**src/rtl/bpk_pkg.sv**
```systemverilog
package bpk_pkg;

    localparam int MAX_BITS_DEF = 32;
    localparam int VAL_W        = 32;
    localparam int CNT_W        = 6;
    localparam int BYTE_W       = 8;
    localparam int QDEPTH       = 4;

    localparam logic CMD_WRITE = 1'b0;
    localparam logic CMD_FLUSH = 1'b1;

    typedef struct packed {
        logic               cmd;
        logic [CNT_W-1:0]   bit_count;
        logic [VAL_W-1:0]   field_value;
    } t_in_item;

    typedef struct packed {
        logic [BYTE_W-1:0]  out_byte;
        logic               last;
    } t_out_item;

    typedef struct packed {
        logic empty;
        logic full;
    } t_q_stat;

endpackage

```
**src/rtl/msb_first_bit_packer.sv**
```systemverilog
// MSB-first bit packer.
// Input channel (push/full): each transfer is a write of the low bit_count bits
// of field_value (count saturated to MAX_BITS) or a flush of the partial byte.
// Output channel (empty/pop): one transfer per completed byte, first written
// bit in bit 7; last marks the final byte caused by an input item.
// A write that completes no byte produces no output; a flush always produces
// exactly one byte, zero-padded, and clears the pending bits.
// Throughput: one input item per cycle while the job queue has room; output
// runs at one byte per cycle while the receiver pops, so a write that completes k
// bytes holds the output serializer for k transfers (up to 4 with MAX_BITS = 32).
// When the output side is idle, an item's first byte is written to the job queue by
// its input transfer and then loaded into the output stage, where empty falls.
// Reset (synchronous, active low) clears the pending bits, the job queue and
// the output stage; empty is high after reset.
// When the receiver stalls, the current byte holds; jobs collect in a
// four-entry queue, and full rises once it is filled.
module msb_first_bit_packer #(
    parameter int MAX_BITS = bpk_pkg::MAX_BITS_DEF
) (
    input  logic                i_clk,
    input  logic                i_rst_n,
    input  logic                push,
    output logic                full,
    input  bpk_pkg::t_in_item   i_in_item,
    output logic                empty,
    input  logic                pop,
    output bpk_pkg::t_out_item  o_out_item
);
    import bpk_pkg::*;

    localparam int NB = (MAX_BITS + 7) / 8;
    localparam int DW = 8 * NB;
    localparam int CW = $clog2(NB + 1);

    t_q_stat        q_stat;
    logic           q_wr, q_rd;
    logic [DW-1:0]  wr_data, rd_data;
    logic [CW-1:0]  wr_cnt, rd_cnt;

    assign full = q_stat.full;

    bpk_front #(.MAX_BITS(MAX_BITS)) u_front (
        .i_clk    (i_clk),
        .i_rst_n  (i_rst_n),
        .i_push   (push),
        .i_item   (i_in_item),
        .i_q_stat (q_stat),
        .o_q_wr   (q_wr),
        .o_q_data (wr_data),
        .o_q_cnt  (wr_cnt)
    );

    bpk_queue #(.DW(DW), .CW(CW)) u_queue (
        .i_clk   (i_clk),
        .i_rst_n (i_rst_n),
        .i_wr    (q_wr),
        .i_data  (wr_data),
        .i_cnt   (wr_cnt),
        .i_rd    (q_rd),
        .o_data  (rd_data),
        .o_cnt   (rd_cnt),
        .o_stat  (q_stat)
    );

    bpk_back #(.DW(DW), .CW(CW)) u_back (
        .i_clk    (i_clk),
        .i_rst_n  (i_rst_n),
        .i_q_stat (q_stat),
        .i_q_data (rd_data),
        .i_q_cnt  (rd_cnt),
        .o_q_rd   (q_rd),
        .i_pop    (pop),
        .o_empty  (empty),
        .o_item   (o_out_item)
    );

    a_reset_empty: assert property (@(posedge i_clk) !i_rst_n |=> empty)
        else $error("output not empty after reset");

    a_q_consistent: assert property (@(posedge i_clk) disable iff (!i_rst_n)
        !(q_stat.empty && q_stat.full))
        else $error("job queue both empty and full");

    a_load_job: assert property (@(posedge i_clk) disable iff (!i_rst_n)
        (empty && !q_stat.empty) |=> !empty)
        else $error("waiting job not loaded into idle output stage");

    a_flush_job: assert property (@(posedge i_clk) disable iff (!i_rst_n)
        (push && !full && i_in_item.cmd == CMD_FLUSH) |-> q_wr)
        else $error("flush did not enqueue a byte");

endmodule

```
**src/rtl/bpk_front.sv**
```systemverilog
module bpk_front #(
    parameter int MAX_BITS = bpk_pkg::MAX_BITS_DEF,
    localparam int NB = (MAX_BITS + 7) / 8,
    localparam int DW = 8 * NB,
    localparam int CW = $clog2(NB + 1)
) (
    input  logic               i_clk,
    input  logic               i_rst_n,
    input  logic               i_push,
    input  bpk_pkg::t_in_item  i_item,
    input  bpk_pkg::t_q_stat   i_q_stat,
    output logic               o_q_wr,
    output logic [DW-1:0]      o_q_data,
    output logic [CW-1:0]      o_q_cnt
);
    import bpk_pkg::*;

    localparam int LW = DW + 8;
    localparam int SW = $clog2(LW + 1);
    localparam logic [CNT_W-1:0] MaxBitsC = CNT_W'(MAX_BITS);

    logic [7:0]        r_partial, n_partial;
    logic [2:0]        r_fill, n_fill;
    logic              accept;
    logic [CNT_W-1:0]  n_sat;
    logic [VAL_W-1:0]  mask;
    logic [VAL_W-1:0]  val_m;
    logic [6:0]        total;
    logic [SW-1:0]     shamt;
    logic [LW-1:0]     base;
    logic [LW-1:0]     word;
    logic [LW-1:0]     rest;
    logic [CW-1:0]     k;

    assign accept = i_push && !i_q_stat.full;

    // saturate the count, keep only the low count bits of the field
    assign n_sat = (i_item.bit_count > MaxBitsC) ? MaxBitsC : i_item.bit_count;
    assign mask  = (n_sat >= CNT_W'(VAL_W)) ? '1
                 : (VAL_W'(1) << n_sat[4:0]) - VAL_W'(1);
    assign val_m = i_item.field_value & mask;

    // pending bits sit left-aligned at the top; append the field right below them
    assign total = 7'(r_fill) + 7'(n_sat);
    assign shamt = SW'(LW) - SW'(total);
    assign base  = {r_partial, (LW-8)'(0)};
    assign word  = base | (LW'(val_m) << shamt);
    assign k     = CW'(total >> 3);
    assign rest  = word << {k, 3'b000};

    always_comb begin
        n_partial = r_partial;
        n_fill    = r_fill;
        o_q_wr    = 1'b0;
        o_q_data  = word[LW-1 -: DW];
        o_q_cnt   = k;
        if (accept) begin
            unique case (i_item.cmd)
                CMD_FLUSH: begin
                    o_q_wr    = 1'b1;
                    o_q_data  = base[LW-1 -: DW];
                    o_q_cnt   = CW'(1);
                    n_partial = 8'h00;
                    n_fill    = 3'd0;
                end
                CMD_WRITE: begin
                    o_q_wr    = (k != '0);
                    n_partial = rest[LW-1 -: 8];
                    n_fill    = total[2:0];
                end
                default: begin
                end
            endcase
        end
    end

    always_ff @(posedge i_clk) begin
        if (!i_rst_n) begin
            r_partial <= 8'h00;
            r_fill    <= 3'd0;
        end else begin
            r_partial <= n_partial;
            r_fill    <= n_fill;
        end
    end

endmodule

```
**src/rtl/bpk_queue.sv**
```systemverilog
module bpk_queue #(
    parameter int DW = 32,
    parameter int CW = 3
) (
    input  logic               i_clk,
    input  logic               i_rst_n,
    input  logic               i_wr,
    input  logic [DW-1:0]      i_data,
    input  logic [CW-1:0]      i_cnt,
    input  logic               i_rd,
    output logic [DW-1:0]      o_data,
    output logic [CW-1:0]      o_cnt,
    output bpk_pkg::t_q_stat   o_stat
);
    import bpk_pkg::*;

    localparam int PW = $clog2(QDEPTH);
    localparam int FW = $clog2(QDEPTH + 1);

    logic [DW-1:0] r_mem_data [QDEPTH];
    logic [CW-1:0] r_mem_cnt  [QDEPTH];
    logic [PW-1:0] r_wp, r_rp;
    logic [FW-1:0] r_level;
    logic          do_wr, do_rd;

    assign o_stat.empty = (r_level == '0);
    assign o_stat.full  = (r_level == FW'(QDEPTH));
    assign do_wr = i_wr && !o_stat.full;
    assign do_rd = i_rd && !o_stat.empty;
    assign o_data = r_mem_data[r_rp];
    assign o_cnt  = r_mem_cnt[r_rp];

    always_ff @(posedge i_clk) begin
        if (do_wr) begin
            r_mem_data[r_wp] <= i_data;
            r_mem_cnt[r_wp]  <= i_cnt;
        end
    end

    always_ff @(posedge i_clk) begin
        if (!i_rst_n) begin
            r_wp    <= '0;
            r_rp    <= '0;
            r_level <= '0;
        end else begin
            if (do_wr) begin
                r_wp <= (r_wp == PW'(QDEPTH - 1)) ? '0 : r_wp + PW'(1);
            end
            if (do_rd) begin
                r_rp <= (r_rp == PW'(QDEPTH - 1)) ? '0 : r_rp + PW'(1);
            end
            if (do_wr && !do_rd) begin
                r_level <= r_level + FW'(1);
            end else if (do_rd && !do_wr) begin
                r_level <= r_level - FW'(1);
            end
        end
    end

endmodule

```
**src/rtl/bpk_back.sv**
```systemverilog
module bpk_back #(
    parameter int DW = 32,
    parameter int CW = 3
) (
    input  logic                i_clk,
    input  logic                i_rst_n,
    input  bpk_pkg::t_q_stat    i_q_stat,
    input  logic [DW-1:0]       i_q_data,
    input  logic [CW-1:0]       i_q_cnt,
    output logic                o_q_rd,
    input  logic                i_pop,
    output logic                o_empty,
    output bpk_pkg::t_out_item  o_item
);
    import bpk_pkg::*;

    logic          r_busy;
    logic [DW-1:0] r_data;
    logic [CW-1:0] r_left;
    logic          take;
    logic          is_last;

    assign is_last = (r_left == CW'(1));
    assign take    = i_pop && r_busy;
    // load the next job when idle or when its final byte leaves this cycle
    assign o_q_rd  = !i_q_stat.empty && (!r_busy || (take && is_last));

    assign o_empty         = !r_busy;
    assign o_item.out_byte = r_data[DW-1 -: BYTE_W];
    assign o_item.last     = is_last;

    always_ff @(posedge i_clk) begin
        if (!i_rst_n) begin
            r_busy <= 1'b0;
        end else if (o_q_rd) begin
            r_busy <= 1'b1;
        end else if (take && is_last) begin
            r_busy <= 1'b0;
        end
    end

    always_ff @(posedge i_clk) begin
        if (o_q_rd) begin
            r_data <= i_q_data;
            r_left <= i_q_cnt;
        end else if (take) begin
            r_data <= r_data << BYTE_W;
            r_left <= r_left - CW'(1);
        end
    end

endmodule

```
**config.mk**
```make
export PLATFORM = sky130hd
export DESIGN_NAME = msb_first_bit_packer
export DESIGN_NICKNAME = d
export VERILOG_FILES = /design/src/rtl/bpk_pkg.sv /design/src/rtl/msb_first_bit_packer.sv /design/src/rtl/bpk_front.sv /design/src/rtl/bpk_queue.sv /design/src/rtl/bpk_back.sv
export SDC_FILE = /design/constraint.sdc
export NUM_CORES = 1
export LEC_CHECK = 0
export ABC_AREA = 0
export BUFFER_PORTS_ARGS = -buffer_cell sky130_fd_sc_hd__buf_2
export CORE_MARGIN = 1.5
export CORE_UTILIZATION = 25
export DETAILED_ROUTE_END_ITERATION = 10
export PLACE_DENSITY = 0.38
export SLEW_MARGIN = 30
export SYNTH_ARGS = -nofsm -noshare
export SYNTH_HDL_FRONTEND = slang
export SYNTH_SLANG_ARGS = --single-unit
```
**constraint.sdc**
```tcl
create_clock -name i_clk -period 7.9 [get_ports i_clk]
set_clock_uncertainty 0.05 [all_clocks]
set_input_delay 0 -clock i_clk [delete_from_list [all_inputs] [get_ports i_clk]]
set_output_delay 0 -clock i_clk [all_outputs]
set_load 0.02 [all_outputs]
```
==> results.md <==
- Final Hold Vio Count: 0
- DRC viols: 0
- Buffer count from post-CTS setup fixing: 0
- Outcome: finished clean
- Ys flop type: edfxtp_1
- Crit path max fanout: 31
- R2R Setup Slk: 3.13 ns
- Port Buffers: between 50 and 60
- 1st-pass router iterations: 5
- Area of the die: 49300 um^2
- H-tree Lvls: 4
- Reg clk slew, reported paths: around 0.07 ns
- Detailed Place HPWL: 28800 um
- Worst Setup Start Kind: flop
- CTS Buffer Depth: 2
- EDFF count, synth: 175
- Crit path DAT: 4.89 ns
- Post-synth ARST share: 0%
- Cts hold-fix bufs: 3
- CP max stage delay: 0.80 ns
- Final setup TNS: 0 ns
- Max-slew headroom: a little under a third
- Highest-delay cell along the critical path: ha_2
- Die width: 222 um
- Routability cong.: 0.865
- Clock sink total: 196
- TritonCTS clock tree: done
- Via-per-instance ratio: between 5 and 6
- Core area: 47500 um^2
- Slew Viols, Final: 0
- Rows: 80
- Crit Path Class: flop to flop
- Overall power: 3.94 mW
- First-pass GRT wire length: between 60000 and 70000 um
- RSZ-0062 raised after global routing: false
- Io pins: 54
- Fmax: 210 MHz
- CP required: 8.02 ns
- Max cap viols: 0
- Fin crit period: 4.77 ns
- Pwr dens: 294 nW/um^2
- Hold crit path type: input pin to flop
- Slew @ Worst Pin: 1.02 ns
- Routed Antenna Nets: 0
- Placed cell areas: around 13000 um^2
- Post-synthesis register bit count: between 150 and 200
- Root Buffer: clkbuf_16
- Crit end category: flop
- GRT Util Overall: 16.5%
- Iter 0 DRT Violations: 765
- Leakage: between 4 and 5 nW
- Via Count: between 9000 and 10000
- Commonest non-fill, non-tap cell in the layout: edfxtp_1
- Seq/Total Area, Yosys: 47.4%
- Setup Viol. Count Final: 0
- Clk Latency, worst-skew pair: about 0.44 ns
- Die span in y: 222 um
- Library cells used by synthesis: 90
- Ant. Diodes: 0
- Dpl ws: 2.82 ns
- Post-Route WL: 40500 um
- Nets@finish: 1211
- Largest net degree at the start of global routing: 62
- Syn Area/Cell: 10.4 um^2
- Area growth syn-to-layout: 11.7%
- Vias in the first global route: between 9000 and 10000
- Final worst slack: 3.13 ns
- Post-Syn Nets: 1212
- Post-cts resize count: 0
- Initial antenna violation count: 0
- Peak supply drop: 0.000147 V
- Cells after Synth: 1154
- Wire length per cell: approximately 23 um
- Worst-path cell chain: ha_2, inv_1, fa_1, ha_2, buf_4, nor2b_1, a32oi_1, o32ai_1, a31o_2, o2bb2ai_1, o2bb2ai_1, a32oi_1, o21ai_0, a21o_1
- Period utilization: 60.4%
- Num CTS Buffers: 17
- Grt total ovfl: 0
- Synthesized area: 12000 um^2
- Share of layout cells above drive strength 1: 16.7%
- Post-route cell area: 13400 um^2
- Ys Warns: 0
- Initial Util: approximately a quarter
- Most frequent cells in the layout: 175 x edfxtp_1, 165 x nand2_1, 79 x nor2_1, 63 x a21oi_1, 53 x buf_2
==> worst max-delay path, delay by kind of cell (launching register included) <==
family	cells	cell delay, ns
fa+ha+maj	3	1.62
simple gates	1	0.08
compound gates	8	1.87
flops	1	0.34
buf+inv	2	0.50
==> metrics by stage <==
| stage | instances | hold WS [ns] | util (%) |
|---|---|---|---|
| 2_1_floorplan | 1154 | 0.152 | - |
| 3_3_place_gp | 1745 | 0.321 | 26.8 |
| 3_5_place_dp | 1746 | 0.328 | 26.9 |
| 4_1_cts | 1781 | 0.0924 | 28.2 |
| 5_1_grt | 1781 | 0.150 | 28.2 |
| 6_report | 1781 | 0.129 | 28.2 |
==> worst paths after layout <==
kind / start / end / cells past startpoint
max reg2reg: u_front.r_fill[0] / u_queue.r_mem_data[0][28] / 14
min: push / u_front.r_fill[2] / 5
min reg2reg: u_queue.r_rp[1] / flop / 2
max: u_front.r_fill[0] / u_queue.r_mem_data[0][28] / 14
==> cell type report <==
cell class,count,area (um^2)
fillers,4945,34200
inverters,20,75.1
flip-flops and latches,196,5680
clock buffers,24,482
clock inverters,8,101
well taps,615,769
multi-input cells,839,5810
repair buffers,79,480
==> cell usage after synthesis, types with 9 or more instances <==
master    count  area, um^2
a22oi_1       9        67.6
a211oi_1     21         158
nand2_1     165         619
a21o_1        9        67.6
buf_2        26         130
a31oi_1      11        68.8
o21ai_0      52         260
dfxtp_1      21         420
buf_1        11        41.3
a21oi_1      64         320
ha_1         13         163
edfxtp_1    175        5260
mux2_2       12         135
clkbuf_1     47         176
o21a_1       11        82.6
o211ai_1     25         188
nand3_1      34         170
o22ai_1      17         106
nor3_1       32         160
nor2b_1      17         106
and2_1       24         150
nand2b_1     11        68.8
inv_1        19        71.3
or3_1        16         100
buf_4        13        97.6
nor2_1       80         300
mux4_2       38         856
mux2i_1      12         120
==> power breakdown <==
| group | switching, mW | internal, mW |
|---|---|---|
| clock | 0.374 | 0.491 |
| combinational | 1.02 | 0.549 |
| sequential | 0.0564 | 1.44 |
| total | 1.45 | 2.48 |
==> sequential cells by signal, indices dropped and copies added (netlist names), 2 cells and up, named ones only <==
| register | flops |
|---|---|
| u_back.r_data | 32 |
| u_back.r_left | 3 |
| u_queue.r_mem_data | 128 |
| u_queue.r_wp | 2 |
| u_front.r_partial | 8 |
| u_queue.r_mem_cnt | 12 |
| u_front.r_fill | 3 |
| u_queue.r_rp | 2 |
| u_queue.r_level | 3 |
==> cell families after synthesis <==
group | share of synthesized area (%)
fa+ha+maj | 1.69
xor+xnor | 0.720
compound gates | 18.2
buf+inv | 4.53
simple gates | 18.2
mux | 9.27
flops | 47.4
==> layer usage <==
metal  global-route usage, %  up-vias  wire length (um)
li1                        -     4413                 -
met1                    23.2     4809             19200
met2                    25.9      316             18400
met3                    2.45       57              1960
met4                    5.48        0               955
met5                       0        -                 0
Note: power is estimated with default switching activity, not from simulation.
